`config.mk`:
```
export PLATFORM = sky130hd
export DESIGN_NAME = content_length_deframer_flat
export DESIGN_NICKNAME = d
export VERILOG_FILES = /design/src/design/cld_pkg.sv /design/src/design/cld_in_if.sv /design/src/design/cld_out_if.sv /design/src/design/cld_hdr.sv /design/src/design/content_length_deframer.sv /design/src/flat_wrapper.sv
export VERILOG_INCLUDE_DIRS = /design/src /design/src/design
export SDC_FILE = /design/constraint.sdc
export NUM_CORES = 1
export LEC_CHECK = 0
export BUFFER_PORTS_ARGS = -buffer_cell sky130_fd_sc_hd__buf_2
export CORE_UTILIZATION = 61
export DETAILED_ROUTE_END_ITERATION = 10
export PLACE_DENSITY = 0.82
export SYNTH_ARGS = -nofsm -noshare
export SYNTH_HDL_FRONTEND = slang
export SYNTH_SLANG_ARGS = --single-unit
```
`constraint.sdc`:
```
create_clock -name clk -period 4.2 [get_ports clk]
set_input_delay 0.42 -clock clk [delete_from_list [all_inputs] [get_ports clk]]
set_output_delay 0.42 -clock clk [all_outputs]
set_load 0.02 [all_outputs]
```
`src/design/content_length_deframer_defines.svh`:
```
// Assertion macros used by the deframer RTL.
`ifndef CONTENT_LENGTH_DEFRAMER_DEFINES_SVH
`define CONTENT_LENGTH_DEFRAMER_DEFINES_SVH

// Check that a condition implies a consequence in the same cycle.
`define CLD_ASSERT_NOW(label, clk, rst, cond, cons, msg) \
  label: assert property (@(posedge clk) disable iff (rst) (cond) |-> (cons)) \
    else $error(msg);

// Check that a condition implies a consequence in the following cycle.
`define CLD_ASSERT_NEXT(label, clk, rst, cond, cons, msg) \
  label: assert property (@(posedge clk) disable iff (rst) (cond) |=> (cons)) \
    else $error(msg);

`endif

```
`src/design/cld_pkg.sv`:
```
package cld_pkg;

  // Result status codes
  localparam logic [2:0] ST_BODY      = 3'd0;
  localparam logic [2:0] ST_EMPTY     = 3'd1;
  localparam logic [2:0] ST_CLEAN_END = 3'd2;
  localparam logic [2:0] ST_BAD_LEN   = 3'd3;
  localparam logic [2:0] ST_TRUNC     = 3'd4;

  // Characters of interest
  localparam logic [7:0] CHR_CR    = 8'h0d;
  localparam logic [7:0] CHR_LF    = 8'h0a;
  localparam logic [7:0] CHR_SPACE = 8'h20;
  localparam logic [7:0] CHR_TAB   = 8'h09;
  localparam logic [7:0] CHR_PLUS  = 8'h2b;
  localparam logic [7:0] CHR_MINUS = 8'h2d;
  localparam logic [7:0] CHR_ZERO  = 8'h30;
  localparam logic [7:0] CHR_NINE  = 8'h39;

  // Request from the message control to the header line parser
  typedef struct packed {
    logic       feed;
    logic       clear;
    logic [7:0] data;
  } hdr_cmd_t;

  // Summary of the header line seen so far
  typedef struct packed {
    logic has_bytes;
    logic key_ok;
    logic negative;
  } hdr_stat_t;

endpackage

```
`src/design/cld_in_if.sv`:
```
interface cld_in_if;
  logic       valid;
  logic       ready;
  logic [7:0] in_byte;
  logic       end_of_input;

  modport source (output valid, output in_byte, output end_of_input, input ready);
  modport sink   (input valid, input in_byte, input end_of_input, output ready);
endinterface

```
`src/design/cld_out_if.sv`:
```
interface cld_out_if;
  logic       valid;
  logic       ready;
  logic [2:0] status;
  logic [7:0] body_byte;
  logic       last_of_body;

  modport source (output valid, output status, output body_byte, output last_of_body,
                  input ready);
  modport sink   (input valid, input status, input body_byte, input last_of_body,
                  output ready);
endinterface

```
`src/design/cld_hdr.sv`:
```
module cld_hdr
  import cld_pkg::*;
#(
  parameter int LENGTH_BITS = 31
) (
  input  logic                   clk,
  input  logic                   rst,
  input  hdr_cmd_t               cmd,
  output hdr_stat_t              stat,
  output logic [LENGTH_BITS-1:0] value
);

  localparam logic [3:0] KEY_LEN = 4'd15;

  localparam logic [1:0] VP_SKIP   = 2'd0;
  localparam logic [1:0] VP_SIGN   = 2'd1;
  localparam logic [1:0] VP_DIGITS = 2'd2;
  localparam logic [1:0] VP_DONE   = 2'd3;

  // Lower-case header name, one character per match position
  function automatic logic [7:0] key_char(input logic [3:0] pos);
    logic [7:0] c;
    begin
      case (pos)
        4'd0:    c = "c";
        4'd1:    c = "o";
        4'd2:    c = "n";
        4'd3:    c = "t";
        4'd4:    c = "e";
        4'd5:    c = "n";
        4'd6:    c = "t";
        4'd7:    c = "-";
        4'd8:    c = "l";
        4'd9:    c = "e";
        4'd10:   c = "n";
        4'd11:   c = "g";
        4'd12:   c = "t";
        4'd13:   c = "h";
        4'd14:   c = ":";
        default: c = 8'h00;
      endcase
      return c;
    end
  endfunction

  logic [3:0]             match_position, match_position_next;
  logic                   name_mismatch, name_mismatch_next;
  logic [1:0]             value_phase, value_phase_next;
  logic                   value_negative, value_negative_next;
  logic [LENGTH_BITS-1:0] value_accumulator, value_accumulator_next;
  logic                   line_has_bytes, line_has_bytes_next;

  logic [LENGTH_BITS+3:0] times_ten;
  logic [LENGTH_BITS-1:0] acc_digit;
  logic [7:0]             lower;
  logic                   is_digit;

  // Multiply by ten, add the digit, saturate at the all-ones length
  assign times_ten = {1'b0, value_accumulator, 3'b000}
                   + {3'b000, value_accumulator, 1'b0}
                   + {{LENGTH_BITS{1'b0}}, cmd.data[3:0]};
  assign acc_digit = (|times_ten[LENGTH_BITS+3:LENGTH_BITS]) ? '1
                                                              : times_ten[LENGTH_BITS-1:0];

  assign is_digit = (cmd.data >= CHR_ZERO) && (cmd.data <= CHR_NINE);
  assign lower    = ((cmd.data >= "A") && (cmd.data <= "Z")) ? (cmd.data + 8'd32) : cmd.data;

  // Advance the name match and the value reader
  always_comb begin
    match_position_next    = match_position;
    name_mismatch_next     = name_mismatch;
    value_phase_next       = value_phase;
    value_negative_next    = value_negative;
    value_accumulator_next = value_accumulator;
    line_has_bytes_next    = line_has_bytes;
    if (cmd.clear) begin
      match_position_next    = '0;
      name_mismatch_next     = 1'b0;
      value_phase_next       = VP_SKIP;
      value_negative_next    = 1'b0;
      value_accumulator_next = '0;
      line_has_bytes_next    = 1'b0;
    end else if (cmd.feed) begin
      line_has_bytes_next = 1'b1;
      if (!name_mismatch) begin
        if (match_position != KEY_LEN) begin
          if (lower == key_char(match_position)) begin
            match_position_next = match_position + 4'd1;
          end else begin
            name_mismatch_next = 1'b1;
          end
        end else begin
          unique case (value_phase) inside
            VP_SKIP: begin
              if (cmd.data == CHR_SPACE || cmd.data == CHR_TAB) begin
                value_phase_next = VP_SKIP;
              end else if (cmd.data == CHR_PLUS) begin
                value_phase_next = VP_SIGN;
              end else if (cmd.data == CHR_MINUS) begin
                value_negative_next = 1'b1;
                value_phase_next    = VP_SIGN;
              end else if (is_digit) begin
                value_accumulator_next = acc_digit;
                value_phase_next       = VP_DIGITS;
              end else begin
                value_phase_next = VP_DONE;
              end
            end
            VP_SIGN, VP_DIGITS: begin
              if (is_digit) begin
                value_accumulator_next = acc_digit;
                value_phase_next       = VP_DIGITS;
              end else begin
                value_phase_next = VP_DONE;
              end
            end
            default: value_phase_next = VP_DONE;
          endcase
        end
      end
    end
  end

  always_ff @(posedge clk) begin
    if (rst) begin
      match_position    <= '0;
      name_mismatch     <= 1'b0;
      value_phase       <= VP_SKIP;
      value_negative    <= 1'b0;
      value_accumulator <= '0;
      line_has_bytes    <= 1'b0;
    end else begin
      match_position    <= match_position_next;
      name_mismatch     <= name_mismatch_next;
      value_phase       <= value_phase_next;
      value_negative    <= value_negative_next;
      value_accumulator <= value_accumulator_next;
      line_has_bytes    <= line_has_bytes_next;
    end
  end

  assign stat.has_bytes = line_has_bytes;
  assign stat.key_ok    = (match_position == KEY_LEN) && !name_mismatch;
  assign stat.negative  = value_negative;
  assign value          = value_accumulator;

endmodule

```
`src/design/content_length_deframer.sv`:
```
// Content-length deframer.
// rx carries one stream byte per request (in_byte), or an end mark
// (end_of_input set, in_byte ignored). Header lines end at CR, LF or CR LF;
// a "Content-Length:" header (any letter case) sets the body length, the
// last one winning, and a blank line opens the body.
// tx carries at most one result per request: each body byte with status 0
// and last_of_body on the final one, or a status of 1 (empty body), 2 (clean
// end), 3 (missing or negative length) or 4 (truncated). Header bytes give
// no result. Each end mark gives one result and returns to the reset state.
// A request is held in the input register; its result is then loaded into
// the result register. Throughput: one request per cycle while tx takes
// results; the per-byte state update is a single pass of logic between the
// two registers. Reset (rst, synchronous) empties both registers and starts
// at a header line. When tx stalls, the held result and one more request
// are buffered, then rx.ready drops until tx takes the held result.
`include "content_length_deframer_defines.svh"

module content_length_deframer
  import cld_pkg::*;
#(
  parameter int LENGTH_BITS = 31
) (
  input logic       clk,
  input logic       rst,
  cld_in_if.sink    rx,
  cld_out_if.source tx
);

  localparam logic [1:0] PH_LINE    = 2'd0;
  localparam logic [1:0] PH_CR      = 2'd1;
  localparam logic [1:0] PH_CR_BODY = 2'd2;
  localparam logic [1:0] PH_BODY    = 2'd3;

  // Input register
  logic       s_valid;
  logic [7:0] s_byte;
  logic       s_eoi;
  logic       advance;

  // Result register
  logic       o_valid;
  logic [2:0] o_status;
  logic [7:0] o_byte;
  logic       o_last;

  // Message state
  logic [1:0]             phase, phase_next;
  logic                   length_known, length_known_next;
  logic                   length_negative, length_negative_next;
  logic [LENGTH_BITS-1:0] body_length, body_length_next;
  logic                   header_seen, header_seen_next;
  logic [LENGTH_BITS-1:0] body_remaining, body_remaining_next;

  hdr_cmd_t               cmd;
  hdr_stat_t              hstat;
  logic [LENGTH_BITS-1:0] hvalue;

  logic       line_len_ok;
  logic       line_neg;
  logic       eoi_seen;
  logic       eoi_known;
  logic       eoi_negative;
  logic [1:0] eff_phase;
  logic       swallow;
  logic       is_eol;
  logic       res_valid;
  logic [2:0] res_status;
  logic [7:0] res_byte;
  logic       res_last;

  cld_hdr #(.LENGTH_BITS(LENGTH_BITS)) u_hdr (
    .clk   (clk),
    .rst   (rst),
    .cmd   (cmd),
    .stat  (hstat),
    .value (hvalue)
  );

  assign advance  = s_valid && (!o_valid || tx.ready);
  assign rx.ready = !s_valid || advance;

  // Hold the request until the result side can take its outcome
  always_ff @(posedge clk) begin
    if (rst) begin
      s_valid <= 1'b0;
    end else if (rx.ready) begin
      s_valid <= rx.valid;
    end
  end

  always_ff @(posedge clk) begin
    if (rx.ready && rx.valid) begin
      s_byte <= rx.in_byte;
      s_eoi  <= rx.end_of_input;
    end
  end

  assign line_len_ok  = hstat.has_bytes && hstat.key_ok;
  assign line_neg     = hstat.negative && (|hvalue);
  assign eoi_seen     = header_seen || hstat.has_bytes;
  assign eoi_known    = length_known || line_len_ok;
  assign eoi_negative = line_len_ok ? line_neg : length_negative;
  assign is_eol       = (s_byte == CHR_CR) || (s_byte == CHR_LF);

  // Apply one request to the message state
  always_comb begin
    phase_next           = phase;
    length_known_next    = length_known;
    length_negative_next = length_negative;
    body_length_next     = body_length;
    header_seen_next     = header_seen;
    body_remaining_next  = body_remaining;
    cmd.feed             = 1'b0;
    cmd.clear            = 1'b0;
    cmd.data             = s_byte;
    res_valid            = 1'b0;
    res_status           = ST_BODY;
    res_byte             = 8'h00;
    res_last             = 1'b0;
    eff_phase            = phase;
    swallow              = 1'b0;
    if (advance) begin
      if (s_eoi) begin
        // End mark: report and return to reset
        res_valid = 1'b1;
        if (phase == PH_CR_BODY || phase == PH_BODY) begin
          res_status = ST_TRUNC;
        end else if (!eoi_seen) begin
          res_status = ST_CLEAN_END;
        end else if (!eoi_known || eoi_negative) begin
          res_status = ST_BAD_LEN;
        end else begin
          res_status = ST_TRUNC;
        end
        phase_next           = PH_LINE;
        length_known_next    = 1'b0;
        length_negative_next = 1'b0;
        body_length_next     = '0;
        header_seen_next     = 1'b0;
        body_remaining_next  = '0;
        cmd.clear            = 1'b1;
      end else begin
        // Swallow the LF of a CR LF pair
        unique case (phase)
          PH_CR: begin
            eff_phase = PH_LINE;
            swallow   = (s_byte == CHR_LF);
          end
          PH_CR_BODY: begin
            eff_phase = PH_BODY;
            swallow   = (s_byte == CHR_LF);
          end
          default: eff_phase = phase;
        endcase
        phase_next = eff_phase;
        if (!swallow) begin
          if (eff_phase == PH_BODY) begin
            // Pass a body byte, close the message on the last one
            res_valid = 1'b1;
            res_byte  = s_byte;
            if (body_remaining <= {{(LENGTH_BITS-1){1'b0}}, 1'b1}) begin
              res_last             = 1'b1;
              phase_next           = PH_LINE;
              length_known_next    = 1'b0;
              length_negative_next = 1'b0;
              body_length_next     = '0;
              header_seen_next     = 1'b0;
              body_remaining_next  = '0;
              cmd.clear            = 1'b1;
            end else begin
              body_remaining_next = body_remaining - {{(LENGTH_BITS-1){1'b0}}, 1'b1};
            end
          end else if (is_eol) begin
            cmd.clear = 1'b1;
            if (hstat.has_bytes) begin
              // Close a header line
              if (hstat.key_ok) begin
                length_known_next    = 1'b1;
                length_negative_next = line_neg;
                body_length_next     = hvalue;
              end
              header_seen_next = 1'b1;
              phase_next       = (s_byte == CHR_CR) ? PH_CR : PH_LINE;
            end else if (!length_known || length_negative || body_length == '0) begin
              // Blank line with nothing to pass: report, start over
              res_valid            = 1'b1;
              res_status           = (!length_known || length_negative) ? ST_BAD_LEN
                                                                        : ST_EMPTY;
              phase_next           = (s_byte == CHR_CR) ? PH_CR : PH_LINE;
              length_known_next    = 1'b0;
              length_negative_next = 1'b0;
              body_length_next     = '0;
              header_seen_next     = 1'b0;
              body_remaining_next  = '0;
            end else begin
              // Blank line: open the body
              body_remaining_next = body_length;
              phase_next          = (s_byte == CHR_CR) ? PH_CR_BODY : PH_BODY;
            end
          end else begin
            cmd.feed = 1'b1;
          end
        end
      end
    end
  end

  always_ff @(posedge clk) begin
    if (rst) begin
      phase           <= PH_LINE;
      length_known    <= 1'b0;
      length_negative <= 1'b0;
      body_length     <= '0;
      header_seen     <= 1'b0;
      body_remaining  <= '0;
    end else begin
      phase           <= phase_next;
      length_known    <= length_known_next;
      length_negative <= length_negative_next;
      body_length     <= body_length_next;
      header_seen     <= header_seen_next;
      body_remaining  <= body_remaining_next;
    end
  end

  // Load the result register, drop it once taken
  always_ff @(posedge clk) begin
    if (rst) begin
      o_valid <= 1'b0;
    end else if (advance) begin
      o_valid <= res_valid;
    end else if (tx.ready) begin
      o_valid <= 1'b0;
    end
  end

  always_ff @(posedge clk) begin
    if (advance && res_valid) begin
      o_status <= res_status;
      o_byte   <= res_byte;
      o_last   <= res_last;
    end
  end

  assign tx.valid        = o_valid;
  assign tx.status       = o_status;
  assign tx.body_byte    = o_byte;
  assign tx.last_of_body = o_last;

  `CLD_ASSERT_NOW(a_status_clean, clk, rst, o_valid && (o_status != ST_BODY), (o_byte == 8'h00) && !o_last, "non-body result carries body data")
  `CLD_ASSERT_NOW(a_remaining_idle, clk, rst, (phase == PH_LINE) || (phase == PH_CR), body_remaining == '0, "body count left outside the body")
  `CLD_ASSERT_NOW(a_remaining_body, clk, rst, (phase == PH_BODY) || (phase == PH_CR_BODY), body_remaining != '0, "body phase with nothing left")
  `CLD_ASSERT_NEXT(a_eoi_reset, clk, rst, advance && s_eoi, (phase == PH_LINE) && !header_seen && !length_known && o_valid, "end mark did not reset the message")

endmodule
```
`src/flat_wrapper.sv`:
```
// flat-port wrapper written by rule: the top's interface ports become plain ports
module content_length_deframer_flat import cld_pkg::*;
#(
  parameter int LENGTH_BITS = 31
)
  (clk, rst, rx_valid, rx_in_byte, rx_end_of_input, rx_ready, tx_valid, tx_status, tx_body_byte, tx_last_of_body, tx_ready);
  cld_in_if rx_i ();
  cld_out_if tx_i ();
  input logic clk;
  input logic rst;
  input wire logic [$bits(rx_i.valid)-1:0] rx_valid;
  input wire logic [$bits(rx_i.in_byte)-1:0] rx_in_byte;
  input wire logic [$bits(rx_i.end_of_input)-1:0] rx_end_of_input;
  output wire logic [$bits(rx_i.ready)-1:0] rx_ready;
  output wire logic [$bits(tx_i.valid)-1:0] tx_valid;
  output wire logic [$bits(tx_i.status)-1:0] tx_status;
  output wire logic [$bits(tx_i.body_byte)-1:0] tx_body_byte;
  output wire logic [$bits(tx_i.last_of_body)-1:0] tx_last_of_body;
  input wire logic [$bits(tx_i.ready)-1:0] tx_ready;
  assign rx_i.valid = rx_valid;
  assign rx_i.in_byte = rx_in_byte;
  assign rx_i.end_of_input = rx_end_of_input;
  assign rx_ready = rx_i.ready;
  assign tx_valid = tx_i.valid;
  assign tx_status = tx_i.status;
  assign tx_body_byte = tx_i.body_byte;
  assign tx_last_of_body = tx_i.last_of_body;
  assign tx_i.ready = tx_ready;
  content_length_deframer #(.LENGTH_BITS(LENGTH_BITS)) u_core (.clk(clk), .rst(rst), .rx(rx_i), .tx(tx_i));
endmodule
```
=== After elaboration in Yosys (flattened, before gate mapping) ===
Memory sizes are Yosys's and may differ from the RTL's. A register that Yosys moved wholly into a read port is not among the register bits.
Cells that the tools add are included.

* $add $sub $neg: 5
* Bitwise logic cells: 6
* Magnitude comparators: 5
* Equal/unequal tests: 22
* Multiplexer cells: 98
* Reductions and logical operators: 43

{| class="wikitable"
|+ Operators by type and width
! operator !! count
|-
| 31-bit two-way mux || 19
|-
| 31-bit case mux with 2 select lines || 1
|-
| 1-bit two-way mux || 45
|-
| 8-bit two-way mux || 5
|-
| 34-bit by 32-bit adder with 35-bit output || 1
|-
| 35-bit by 4-bit adder with 35-bit output || 1
|-
| 31-bit by 1-bit less-or-equal comparator with 1-bit output, second input constant || 1
|-
| 31-bit logical NOT || 1
|-
| 31-bit OR reduction || 1
|-
| 31-bit by 1-bit subtractor with 31-bit output, second input constant || 1
|-
| 2-bit two-way mux || 15
|-
| 3-bit two-way mux || 9
|-
| 8-bit by 4-bit == test with 1-bit output, second input constant || 3
|-
| 8-bit by 6-bit == test with 1-bit output, second input constant || 3
|-
| 7-bit AND reduction || 2
|-
| 1-bit logical OR || 10
|-
| 5-bit AND reduction || 2
|-
| 8-bit by 6-bit adder with 8-bit output, second input constant || 1
|-
| 2-bit == test, second input constant || 4
|-
| 8-bit == test || 1
|-
| 8-bit by 6-bit greater-or-equal comparator with 1-bit output, second input constant || 1
|-
| 8-bit by 7-bit greater-or-equal comparator with 1-bit output, second input constant || 1
|-
| 8-bit by 6-bit less-or-equal comparator with 1-bit output, second input constant || 1
|-
| 8-bit by 7-bit less-or-equal comparator with 1-bit output, second input constant || 1
|-
| 23 further kinds || 49
|}

* Input bits: 13
* Logic and storage cells: 199
* ROM bits: 112
* Memories: 1
* Flip-flop bits (word level): 130

{| class="wikitable"
|+ Memory list
! name !! words !! width !! read ports !! clocked after memory_dff !! wr ports !! line !! text
|-
| (no name shown) || 16 || 7 || 1 || 1 || 0 || cld_hdr.sv:24 || <nowiki>case (pos)</nowiki>
|}

=== Longest topological paths before layout ===
Gate-level depths: netlist of the first run.

* Word-level depth: 15
* Gate-level depth with buffers: 15
* Depth with buffers taken out: 14

=== Hierarchy ===
A second synthesis of the first run with hierarchy kept.

* Cells, all modules: 1044
* Area total of the unflattened synthesis: 9048.7 um^2

{| class="wikitable"
|+ Modules (own cells, without submodules)
! module !! area an instance (um^2) !! instances !! sequential area each (um^2) !! cells each
|-
| content_length_deframer || 4800.9 || 1 || 2011.9 || 533
|-
| cld_hdr || 4247.8 || 1 || 940.9 || 511
|}

=== Worst setup path after synthesis of the first run ===
OpenSTA, ideal clock, no wires.

* Path kind: register to register
* From: reg u_core.s_byte[3]
* To: reg u_core.u_hdr.value_accumulator[29] (netlist: u_core.u_hdr.value[29])
* Setup slack: 0.662 ns
* Arrival: 3.418 ns
* Clock period less this slack: 3.538 ns
* Stages on the path, launching flop included: 13
* Setup time: 0.120 ns
* Path through: edfxtp_1 -> fa_1 -> fa_1 -> a211oi_1 -> o21ai_0 -> a211o_1 -> a221o_1 -> a21oi_2 -> o31ai_1 -> xor2_1 -> nor4_4 -> buf_4 -> a21oi_1

* Longest elaborated chain between the ends: 8
* Elaborated cells between the ends (all ways): 35
* Those cells by class: add/sub (1); order compare (2); eq/ne (9); mux (17); reduce/logical (6)

{| class="wikitable"
|+ Ends and longest elaborated chain
! element !! line !! text
|-
| start: declaration || content_length_deframer.sv:36 || <nowiki>logic [7:0] s_byte;</nowiki>
|-
| start signal: assignment || content_length_deframer.sv:93 || <nowiki>s_byte <= rx.in_byte;</nowiki>
|-
| 35-bit by 4-bit adder with 35-bit output, or another cell as far along || cld_hdr.sv:61 || <nowiki>+ {{LENGTH_BITS{1'b0}}, cmd.data[3:0]};</nowiki>
|-
| 4-bit OR reduction, or another cell as far along || cld_hdr.sv:62 || <nowiki>assign acc_digit = (|times_ten[LENGTH_BITS+3:LENGTH_BITS]) ? '1</nowiki>
|-
| 31-bit two-way mux, or another cell as far along || cld_hdr.sv:62 ||
|-
| 31-bit two-way mux, or another cell as far along || cld_hdr.sv:102, cld_hdr.sv:110 ||
|-
| 31-bit two-way mux / 2-bit two-way mux (equally long branches) || cld_hdr.sv:99, content_length_deframer.sv:156 ||
|-
| 31-bit two-way mux / 1-bit two-way mux (equally long branches) || cld_hdr.sv:97, content_length_deframer.sv:123 ||
|-
| 31-bit two-way mux / 2-bit two-way mux (equally long branches) || cld_hdr.sv:95, content_length_deframer.sv:122 ||
|-
| 31-bit case mux with 2 select lines, or another cell as far along || cld_hdr.sv:93 || <nowiki>unique case (value_phase) inside</nowiki>
|-
| end signal: assignment || cld_hdr.sv:137 || <nowiki>value_accumulator <= value_accumulator_next;</nowiki>
|-
| end: declaration || cld_hdr.sv:50 || <nowiki>logic [LENGTH_BITS-1:0] value_accumulator, value_accumulator_next;</nowiki>
|}

Several ways; a longest one is shown, not always the timed one. The select of a mux whose other input is x is not followed.
A chain may end at the register's enable or synchronous reset.

=== Final worst setup path of the first run ===
* From: reg u_core.u_hdr.value_accumulator[2] (netlist: u_core.u_hdr.value[2])
* To: reg u_core.u_hdr.value_accumulator[2] (netlist: u_core.u_hdr.value[2])

* Longest elaborated chain between the ends: 9

{| class="wikitable"
|+ Ends and longest elaborated chain
! element !! line !! text
|-
| 34-bit by 32-bit adder with 35-bit output || cld_hdr.sv:60 || <nowiki>+ {3'b000, value_accumulator, 1'b0}</nowiki>
|-
| 35-bit by 4-bit adder with 35-bit output || cld_hdr.sv:61 ||
|-
| 4-bit OR reduction || cld_hdr.sv:62 ||
|-
| 31-bit two-way mux || cld_hdr.sv:62 ||
|-
| 31-bit two-way mux * || cld_hdr.sv:102, cld_hdr.sv:110 ||
|-
| 31-bit two-way mux || cld_hdr.sv:99 || <nowiki>end else if (cmd.data == CHR_MINUS) begin</nowiki>
|-
| 31-bit two-way mux || cld_hdr.sv:97 || <nowiki>end else if (cmd.data == CHR_PLUS) begin</nowiki>
|-
| 31-bit two-way mux || cld_hdr.sv:95 || <nowiki>if (cmd.data == CHR_SPACE || cmd.data == CHR_TAB) begin</nowiki>
|-
| 31-bit case mux with 2 select lines * || cld_hdr.sv:93 ||
|}

Mark *: on every way between the ends. The rest lies on a longest branch, timed or not. The select of a mux whose other input is x is not followed.

==> reports/metrics.cfg, run 1 <==
[power]
power.internal_mw=2.24
p_comb_share_pct=3.7
power_frac_seq_pct=46.6
switchingPower_mw=0.669
powerDensity_nw_per_um2=310
p_leak_nw=4.12
max-vdd-ir-drop_mv=0.278
pwr-share-clk_pct=49.7
p_sw_share_pct=23.0

[worst_setup_path]
cp_top_family=compound AO/OA/AOI/OAI gates
worst-path-buf-inv=1
startpoint_type=register
arrival_ns=4.25
path_max_fanout=31
crit_top_cell=fa_1
crit_chain=fa_1 > fa_1 > a211oi_1 > o21ai_0 > a211o_1 > a221o_1 > a21oi_2 > o31ai_1 > xor2_1 > nor4_4 > buf_6 > a21oi_1
cp_slowest_cell=fa_1
cp-end-kind=register
cp.depth=12
critical_path_class=register to register
critPathMaxStageDelay_ns=0.50
rr_worst_depth=12
required_ns=4.50

[die]
core_area_um2=13500
io_pins=27
row_count=42
initial_core_util_pct=63.6
fp.dieH_um=120
die_area_um2=14500
die_w_um=120

[placement]
portBuffers=26
hpwl_um=14500
place.gp.congestion=0.869

[timing]
rsz0062_at_grt=false
hold_viol=0
skew_ns=0.00867
finalMaxSlewViolations=0
max-slew-margin-rel_pct=26.6
worstMarginPinSlew_ns=1.10
max_freq_ghz=0.254
setup_viol=0
tns_ns=0
min_period_over_period_pct=93.9
fin_crit_ns=3.94

[cells_and_area]
synthToLayoutAreaGrowth_pct=9.65
nNetsFinal=1109
fin_util_pct=69.7
drive_gt1_share_pct=9.40
fillers=1056
antenna_cells=0

[clock_tree]
cts_made_buffers=17
cts_setup_buffers=0
clock_path_buffers=2
insertion_delay_ns=0.43
clk_pin_slew_ns=0.06
cts_hold_buf=0
numClockSinks=137
clockRootBuffer=clkbuf_16
cts_tree=yes
htreeDepth=4

[min_path]
hold_depth=1
min_path_type=input port to register

[drt]
wl_per_cell_um=17.0
first_pass_iters=5
postRouteWirelength_um=20500
drt_first_iter_violations=981
via_per_inst=6.30
drc=0
ant_nets=0
vias=7613

[logic_synthesis]
synth_nets=1102
synth_edf_count=21
ys_ff_latch=137
synth_cell_types=67
synth_ff_type=dfxtp_1
ys_seq_area_share_pct=34.5
syn-mean-instance-area_um2=8.45
synth_area_um2=8560
yosys_warnings=0
async_reset_ff_share_pct=0
netlist_instances=1012

[grt]
grt_pass1_wl_um=34000
grt-ovfl-total=0
grt.total_usage_pct=29.1
grt_max_degree=65
grt_antenna_before_repair=0
grt_pass1_vias=6911

[outcome]
status=finished clean

[flow_run]
maxCapViolations=0

worst paths after layout:
path                                            start                                   to  slack, ns
setup reg to reg   u_core.u_hdr.value[2]$_SDFFE_PP0P_   u_core.u_hdr.value[2]$_SDFFE_PP0P_       0.26
setup / recovery   u_core.u_hdr.value[2]$_SDFFE_PP0P_   u_core.u_hdr.value[2]$_SDFFE_PP0P_       0.26
hold / removal                          rx_in_byte[4]           u_core.s_byte[4]$_DFFE_PP_       0.16
hold reg to reg   u_core.length_negative$_SDFFE_PP0P_  u_core.length_negative$_SDFFE_PP0P_       0.46
power groups by stage:
stage               combinational (mW)  sequential [mW]  clock, mW
CTS                              0.106             1.36       1.45
floorplan                       0.0735             1.38          0
global route                     0.117             1.36       1.51
global placement                 0.103             1.38          0
detailed placement               0.105             1.38          0
finish                           0.108             1.36       1.45
through the flow:
| step | setup WS (ns) | std cells | power, mW | area [µm²] | hold WS [ns] |
|---|---|---|---|---|---|
| after floorplan | 0.662 | 1012 | 1.46 | 8560 | 0.432 |
| after global placement | 0.297 | 1176 | 1.49 | 8790 | 0.440 |
| after detailed placement | 0.249 | 1176 | 1.49 | 8790 | 0.454 |
| after CTS | 0.211 | 1208 | 2.92 | 9370 | 0.159 |
| after global routing | 0.0575 | 1208 | 2.99 | 9380 | 0.155 |
| final | 0.256 | 1208 | 2.91 | 9380 | 0.162 |
cell usage after synthesis (5+ instances only):
library cell	n	area [µm²]
inv_1	31	116
or4_1	5	37.5
or3_1	6	37.5
mux2i_1	8	80.1
xnor2_1	33	289
nor4_1	22	138
clkbuf_1	39	146
nand2_1	84	315
edfxtp_1	21	631
nand2b_1	6	37.5
nor3_1	25	125
nor2_1	108	405
dfxtp_1	116	2320
o21ai_0	87	435
a21o_1	23	173
nor2b_1	7	43.8
nand3_1	15	75.1
o21bai_1	5	37.5
o21a_1	8	60.1
ha_1	75	938
xor2_1	32	280
nand4_1	12	75.1
and2_1	12	75.1
a21oi_1	79	395
buf_2	7	35.0
a22oi_1	60	450
a211oi_1	8	60.1
buf_4	5	37.5
final cells by class:
| type | count | area, µm² | area share (%) |
|---|---|---|---|
| inverters | 31 | 116 | 1.24 |
| clock buffers | 19 | 464 | 4.95 |
| clock inverters | 13 | 118 | 1.25 |
| repair buffers | 41 | 246 | 2.63 |
| flip-flops and latches | 137 | 2950 | 31.5 |
| well taps | 176 | 220 | 2.35 |
| multi-input cells | 791 | 5260 | 56.1 |
cell usage in the layout (no fill, tap or decap), types with 4 or more instances in the layout:
cell type	instances
o21a_1	8
nand3_1	15
and3_1	4
clkinvlp_4	4
a211o_1	4
clkbuf_16	18
nor4_1	22
xor2_1	32
a21oi_1	79
and2_1	12
buf_4	14
a21o_1	23
ha_1	75
nand4_1	12
o21ai_0	87
xnor2_1	33
o211ai_1	4
or3_1	6
dfxtp_1	116
nor3_1	25
nand2_1	84
o21bai_1	5
a211oi_1	8
o22ai_1	4
mux2i_1	8
nand2b_1	6
nor2_2	4
inv_1	31
buf_2	26
nor2b_1	7
or4_1	5
nor2_1	106
edfxtp_1	21
a22oi_1	60
worst reg2reg max path, cell delays in order, from the launching register on:
cell	delay, ns
dfxtp_1	0.43
fa_1	0.50
fa_1	0.50
a211oi_1	0.28
o21ai_0	0.19
a211o_1	0.32
a221o_1	0.37
a21oi_2	0.25
o31ai_1	0.12
xor2_1	0.17
nor4_4	0.28
buf_6	0.27
a21oi_1	0.14
what timing repair did:
action | in CTS | in global routing
endpoints found under the hold margin | 0 | 0
resized for setup | 0 | 2
setup endpoints to repair | 0 | 8
routing by layer:
layer / wire length, µm / track usage [%]
met5: 0 / 0
met4: 307 / 7.72
met3: 1220 / 4.81
met2: 9130 / 44.0
met1: 9870 / 42.6
registers in the layout, summed over array words and instances (netlist names), named ones only:
register,count
u_core.u_hdr.name_mismatch,1
u_core.length_negative,1
u_core.phase,2
u_core.u_hdr.line_has_bytes,1
u_core.tx.status,3
u_core.body_remaining,31
u_core.u_hdr.value,31
u_core.s_eoi,1
u_core.tx.last_of_body,1
u_core.tx.valid,1
u_core.length_known,1
u_core.tx.body_byte,8
u_core.s_valid,1
u_core.u_hdr.match_position,4
u_core.u_hdr.value_phase,2
u_core.body_length,31
u_core.u_hdr.value_negative,1
u_core.s_byte,8
u_core.header_seen,1
cell families (layout without fill, tap and decap cells):
group | Yosys count | count (layout) | share of synthesized area [%]
compound gates | 311 | 311 | 22.9
fa+ha+maj | 77 | 77 | 11.4
xor+xnor | 66 | 66 | 6.98
simple gates | 329 | 329 | 19.2
buf+inv | 84 | 104 | 4.09
mux | 8 | 8 | 0.936
flops | 137 | 137 | 34.5
(Power assumes the default switching activity.)
==> inputs of run 2 (changes only) <==
--- a/config.mk
+++ b/config.mk
@@ -6,9 +6,11 @@
 export SDC_FILE = /design/constraint.sdc
 export NUM_CORES = 1
 export LEC_CHECK = 0
+export ABC_AREA = 1
 export BUFFER_PORTS_ARGS = -buffer_cell sky130_fd_sc_hd__buf_2
 export CORE_UTILIZATION = 61
 export DETAILED_ROUTE_END_ITERATION = 10
+export MAX_ROUTING_LAYER = met4
 export PLACE_DENSITY = 0.82
 export SYNTH_ARGS = -nofsm -noshare
 export SYNTH_HDL_FRONTEND = slang
==> run 2 against run 1 <==
First-iteration DRC count grew 14%. Register-to-register slack improved by 0.49 ns. Power rose by 16%. Count of clock-buffer cells in the layout increased by 2. Largest power group unchanged.
==> reports/metrics.cfg, run 2 <==
[timing]
tns_ns=0  ; unchanged
finalMaxSlewViolations=0  ; unchanged
setup_ws_ns=0.743  ; +0.487 ns
max-slew-margin-rel_pct=48.0  ; +21 points
fin_crit_ns=3.46  ; -0.487 ns
skew_ns=0.00975  ; +0.00108 ns
hold_viol=0  ; unchanged
rsz0062_at_grt=false
min_period_over_period_pct=82.3  ; -12 points
hold_ws_ns=0.167  ; +0.00550 ns
worstMarginPinSlew_ns=0.778  ; -0.322 ns
max_freq_ghz=0.289  ; +14%
setup_viol=0  ; unchanged

[cells_and_area]
antenna_cells=0  ; unchanged
drive_gt1_share_pct=7.96  ; -1.4 points
finish.instance_area_um2=11100  ; +18%
nNetsFinal=1635  ; +47%
multi_input_comb_area_um2=6180  ; +17%
fin_util_pct=69.0  ; -0.78 points
synthToLayoutAreaGrowth_pct=9.46
regArea_um2=2950  ; unchanged
final_common_cell=nand2_1
fillers=1410  ; +34%
final_cells=1774  ; +47%
mostFrequentLayoutCells=394 x nand2_1, 192 x inv_1, 165 x nor2_1

[logic_synthesis]
async_reset_ff_share_pct=0  ; unchanged
synth_nets=1623  ; +47%
synth_top_area_share_pct=23.0  ; -4.2 points
synth_edf_count=21  ; unchanged
netlist_instances=1533  ; +51%
synth_area_leaders=dfxtp_1 23%, nand2_1 15%, ha_1 9.3%
ys_seq_area_share_pct=29.2  ; -5.3 points
synth_cell_types=50  ; -25%
yosysMostFrequentCell=nand2_1
synth_ff_type=dfxtp_1
ys_top_cells_by_count=394 x nand2_1, 192 x inv_1, 167 x nor2_1
yosys_warnings=0  ; unchanged
synth_area_um2=10100  ; +18%
yosys.area.top_type=dfxtp_1
ys_ff_latch=137  ; unchanged
syn-mean-instance-area_um2=6.60  ; -22%

[die]
die_w_um=131  ; +8.6%
row_count=46  ; +9.5%
fp.dieH_um=131  ; +8.6%
die_area_um2=17100  ; +18%
initial_core_util_pct=63.0  ; -0.60 points
core_area_um2=16100  ; +19%
io_pins=27  ; unchanged

[placement]
place.gp.congestion=0.976  ; +12%
portBuffers=26  ; unchanged
dp_slack_ns=0.794  ; +0.545 ns
hpwl_um=20300  ; +40%
place_area_um2=10400  ; +18%
placedCellCount=1742  ; +48%

[power]
power.internal_mw=2.56  ; +14%
switchingPower_mw=0.814  ; +22%
p_sw_share_pct=24.1  ; +1.2 points
p_leak_nw=5.43  ; +32%
max-vdd-ir-drop_mv=0.308  ; +11%
fin_total_pwr_mw=3.37  ; +16%
powerDensity_nw_per_um2=304  ; -1.9%
power_frac_seq_pct=41.4  ; -5.2 points
p_comb_share_pct=8.6  ; +4.9 points
pwr-share-clk_pct=50.1  ; +0.4 points

[flow_run]
maxCapViolations=0  ; unchanged

[clock_tree]
clk_pin_slew_ns=0.06  ; about the same
cts_resized=0  ; unchanged
numClockSinks=137  ; unchanged
cts_made_buffers=17  ; unchanged
clockRootBuffer=clkbuf_16
insertion_delay_ns=0.43  ; about the same
clock_path_buffers=2  ; unchanged
cts_hold_buf=0  ; unchanged
cts_setup_buffers=0  ; unchanged
htreeDepth=4  ; unchanged
cts_tree=yes

[drt]
top_layer=met4
vias=10100  ; +33%
wl_met2_um=12800  ; +40%
wl_per_cell_um=15.7  ; -7.9%
drc=0  ; unchanged
wl_met1_um=12500  ; +26%
ant_nets=0  ; unchanged
drt_first_iter_violations=1117  ; +14%
dr_wl_met3_um=1930  ; +58%
first_pass_iters=8  ; +3
via_per_inst=5.69  ; -9.7%
postRouteWirelength_um=27800  ; +35%

[grt]
grt_antenna_before_repair=0  ; unchanged
grt-ovfl-total=0  ; unchanged
grt_pass1_vias=9083  ; +31%
grt.total_usage_pct=34.3  ; +5.2 points
grt_max_degree=48  ; -26%
grt_pass1_wl_um=44300  ; +30%

[worst_setup_path]
path_max_fanout=31  ; unchanged
arrival_ns=3.78  ; -0.47 ns
required_ns=4.52  ; +0.02 ns
rr_worst_depth=17  ; +5
startpoint_type=register
cp-end-kind=register
critical_path_class=register to register

[outcome]
status=finished clean

[min_path]
hold_depth=1  ; unchanged
min_path_type=input port to register

-- run 2: cell types whose count changed after synthesis, moves of 34 or more --
cell     before  now
a21oi_1      79  124
nand2_1      84  394
nand3_1      15  103
o21ai_0      87   53
nor2_1      108  167
a22oi_1      60    0
inv_1        31  192
-- run 2: cells by family after synthesis --
kind of cell / synth area share, %
buf+inv: 9.76
flops: 29.2
fa+ha+maj: 9.67
compound gates: 12.7
simple gates: 33.9
xor+xnor: 4.75
-- run 2: worst paths after layout --
kind,start,to,slack [ns]
hold reg to reg,u_core.header_seen$_SDFFE_PP0P_,u_core.header_seen$_SDFFE_PP0P_,0.47
hold / removal,rx_in_byte[4],u_core.s_byte[4]$_DFFE_PP_,0.17
setup reg to reg,u_core.s_byte[3]$_DFFE_PP_,u_core.u_hdr.value[17]$_SDFFE_PP0P_,0.74
setup / recovery,u_core.s_byte[3]$_DFFE_PP_,u_core.u_hdr.value[17]$_SDFFE_PP0P_,0.74
-- run 2: worst max-delay path, cell delays in order (launching register included) --
cell	delay, ns
edfxtp_1	0.55
fa_1	0.43
ha_1	0.34
a21oi_1	0.19
nand2_1	0.12
a21oi_1	0.36
o21ai_1	0.18
nand3_1	0.10
nand2_1	0.13
nand2_1	0.12
nand2_1	0.05
nand2_1	0.06
nand2_1	0.06
nor2_2	0.07
buf_4	0.31
nand3_1	0.13
nand2_1	0.09
inv_1	0.04
-- run 2: power groups by stage --
stage	Clock, mW	Combinational [mW]	Sequential [mW]
2_1_floorplan	0	0.209	1.42
3_3_place_gp	0	0.275	1.42
3_5_place_dp	0	0.278	1.42
4_1_cts	1.69	0.282	1.39
5_1_grt	1.75	0.319	1.40
6_report	1.69	0.289	1.39
-- run 2: final cells by class --
| type | count | area share, % |
|---|---|---|
| well taps | 216 | 2.44 |
| flip-flops and latches | 137 | 26.7 |
| clock inverters | 11 | 1.74 |
| clock buffers | 21 | 4.26 |
| inverters | 203 | 6.88 |
| multi-input cells | 1145 | 55.8 |
| repair buffers | 41 | 2.19 |
-- run 2: routing by layer --
layer	GRT usage (%)	vias up
met3	5.29	49
met4	12.2	0
li1	-	5045
met2	53.9	371
met5	-	-
met1	44.7	4634
==> inputs of run 3 (changes only) <==
==> constraint.sdc (replaced) <==
create_clock -name clk -period 3.4 [get_ports clk]
set_input_delay 0.34 -clock clk [delete_from_list [all_inputs] [get_ports clk]]
set_output_delay 0.34 -clock clk [all_outputs]
set_load 0.02 [all_outputs]
==> run 3 against run 2 <==
First-iteration DRC count fell by 7.2%. Core utilization up 0.36 points. Count of clock-buffer cells in the layout grew 1. Critical endpoint is now u_core.u_hdr.value[13]$_SDFFE_PP0P_. Largest power group unchanged.
==> reports/metrics.cfg, run 3 (synthesized netlist as in run 2, its figures left out) <==
[die]
initial_core_util_pct=63.0  ; unchanged
fp.dieH_um=131  ; unchanged
row_count=46  ; unchanged
io_pins=27  ; unchanged
die_area_um2=17100  ; unchanged
die_w_um=131  ; unchanged
core_area_um2=16100  ; unchanged

[drt]
wl_per_cell_um=15.5  ; -0.74%
postRouteWirelength_um=27700  ; -0.30%
via_per_inst=5.73  ; +0.68%
drt_first_iter_violations=1037  ; -7.2%
drc=0  ; unchanged
first_pass_iters=6  ; -2
ant_nets=0  ; unchanged
vias=10200  ; +1.1%

[cells_and_area]
antenna_cells=0  ; unchanged
synthToLayoutAreaGrowth_pct=10.0
multi_input_comb_area_um2=6180  ; unchanged
final_common_cell=nand2_1
drive_gt1_share_pct=8.43  ; +0.47 points
finish.instance_area_um2=11100  ; +0.52%
nNetsFinal=1643  ; +0.49%
fillers=1344  ; -4.7%
mostFrequentLayoutCells=394 x nand2_1, 192 x inv_1, 165 x nor2_1
regArea_um2=2950  ; unchanged

[placement]
place_area_um2=10500  ; +0.70%
portBuffers=26  ; unchanged
hpwl_um=20400  ; +0.89%
place.gp.congestion=0.971  ; -0.49%
dp_slack_ns=0.303  ; -0.492 ns

[timing]
min_period_over_period_pct=93.6  ; +11 points
setup_ws_ns=0.217  ; -0.526 ns
setup_viol=0  ; unchanged
hold_ws_ns=0.0918  ; -0.0757 ns
tns_ns=0  ; unchanged
hold_viol=0  ; unchanged
worstMarginPinSlew_ns=0.830  ; +0.0519 ns
rsz0062_at_grt=false
finalMaxSlewViolations=0  ; unchanged
fin_crit_ns=3.18  ; -0.274 ns
skew_ns=0.0175  ; +0.00777 ns
max-slew-margin-rel_pct=44.6  ; -3.5 points
max_freq_ghz=0.314  ; +8.6%

[clock_tree]
clk_pin_slew_ns=0.06  ; about the same
insertion_delay_ns=0.43  ; about the same
clockRootBuffer=clkbuf_16
cts_hold_buf=0  ; unchanged
cts_tree=yes
cts_made_buffers=17  ; unchanged
cts_setup_buffers=0  ; unchanged
cts_resized=0  ; unchanged
clock_path_buffers=2  ; unchanged
numClockSinks=137  ; unchanged
htreeDepth=4  ; unchanged

[worst_setup_path]
setup.worst_path.start=u_core.s_byte[3]$_DFFE_PP_
r2r_start=u_core.s_byte[3]$_DFFE_PP_
crit_chain=fa_1 > ha_1 > nand3_1 > nand2_1 > a21oi_1 > o21ai_1 > nand3_1 > nand2_1 > nand2_1 > nand2_1 > nand2_1 > nand2_1 > nor2_2 > buf_12 > nand3_1 > nand2_1 > inv_1
rr_worst_depth=17  ; unchanged
cp_top_family=simple AND/OR/NAND/NOR gates
critical_path_class=register to register
worstSetupEndpoint=u_core.u_hdr.value[13]$_SDFFE_PP0P_
cp-end-kind=register
cp.depth=17  ; unchanged
startpoint_type=register
critPathMaxStageDelay_ns=0.51  ; -0.04 ns
r2r_end=u_core.u_hdr.value[13]$_SDFFE_PP0P_
arrival_ns=3.50  ; -0.28 ns
path_max_fanout=31  ; unchanged
required_ns=3.72  ; -0.80 ns
rrSetupSlack_ns=0.22  ; -0.53 ns
crit_top_cell=nand2_1
cp_slowest_cell=fa_1
worst-path-buf-inv=2  ; unchanged

[grt]
grt_antenna_before_repair=0  ; unchanged
grt_pass1_wl_um=43700  ; -1.4%
grt.total_usage_pct=33.5  ; -0.74 points
grt_pass1_vias=9092  ; +0.099%
grt_max_degree=36  ; -25%
grt-ovfl-total=0  ; unchanged

[power]
max-vdd-ir-drop_mv=0.360  ; +17%
p_leak_nw=5.47  ; +0.82%
powerDensity_nw_per_um2=369  ; +21%
fin_total_pwr_mw=4.11  ; +22%

[outcome]
status=finished clean

[min_path]
min_path_type=input port to register

[flow_run]
maxCapViolations=0  ; unchanged

run 3: metal layers:
layer	share of wire (%)	track usage, %
met1	45	43.8
met3	6.8	4.85
met2	46	52.7
met5	0	-
met4	2.4	12.3
run 3: through the flow:
| stage | instances | utilization, % |
|---|---|---|
| after floorplan | 1533 | - |
| final | 1782 | 69.3 |
| after detailed placement | 1750 | 65.3 |
| after CTS | 1782 | 69.3 |
| after global placement | 1750 | 65.3 |
| after global routing | 1782 | 69.3 |
run 3: how the worst min path moves through the flow:
stage	slack [ns]	cells after the start	startpoint	end
finish	0.09	1	rx_in_byte[5]	u_core.s_byte[5]$_DFFE_PP_
global route	0.09	1	rx_in_byte[4]	u_core.s_byte[4]$_DFFE_PP_
CTS	0.08	1	rx_in_byte[5]	u_core.s_byte[5]$_DFFE_PP_
detailed placement	0.45	1	u_core.u_hdr.value_negative$_SDFFE_PP0P_	u_core.u_hdr.value_negative$_SDFFE_PP0P_
global placement	0.44	1	u_core.u_hdr.value_negative$_SDFFE_PP0P_	u_core.u_hdr.value_negative$_SDFFE_PP0P_
floorplan	0.43	1	u_core.u_hdr.value_negative$_SDFFE_PP0P_	u_core.u_hdr.value_negative$_SDFFE_PP0P_
run 3: layout make-up:
cell class,count,share of cell area [%]
inverter,203,6.85
sequential,137,26.5
tap,216,2.43
clock buffer,22,4.36
timing repair buffer,49,2.83
clock inverter,10,1.47
multi-input combinational,1145,55.5
run 3: report_power, final:
group,internal (mW),switching (mW)
Sequential,1.68,0.0304
Clock,1.31,0.713
Combinational,0.112,0.253
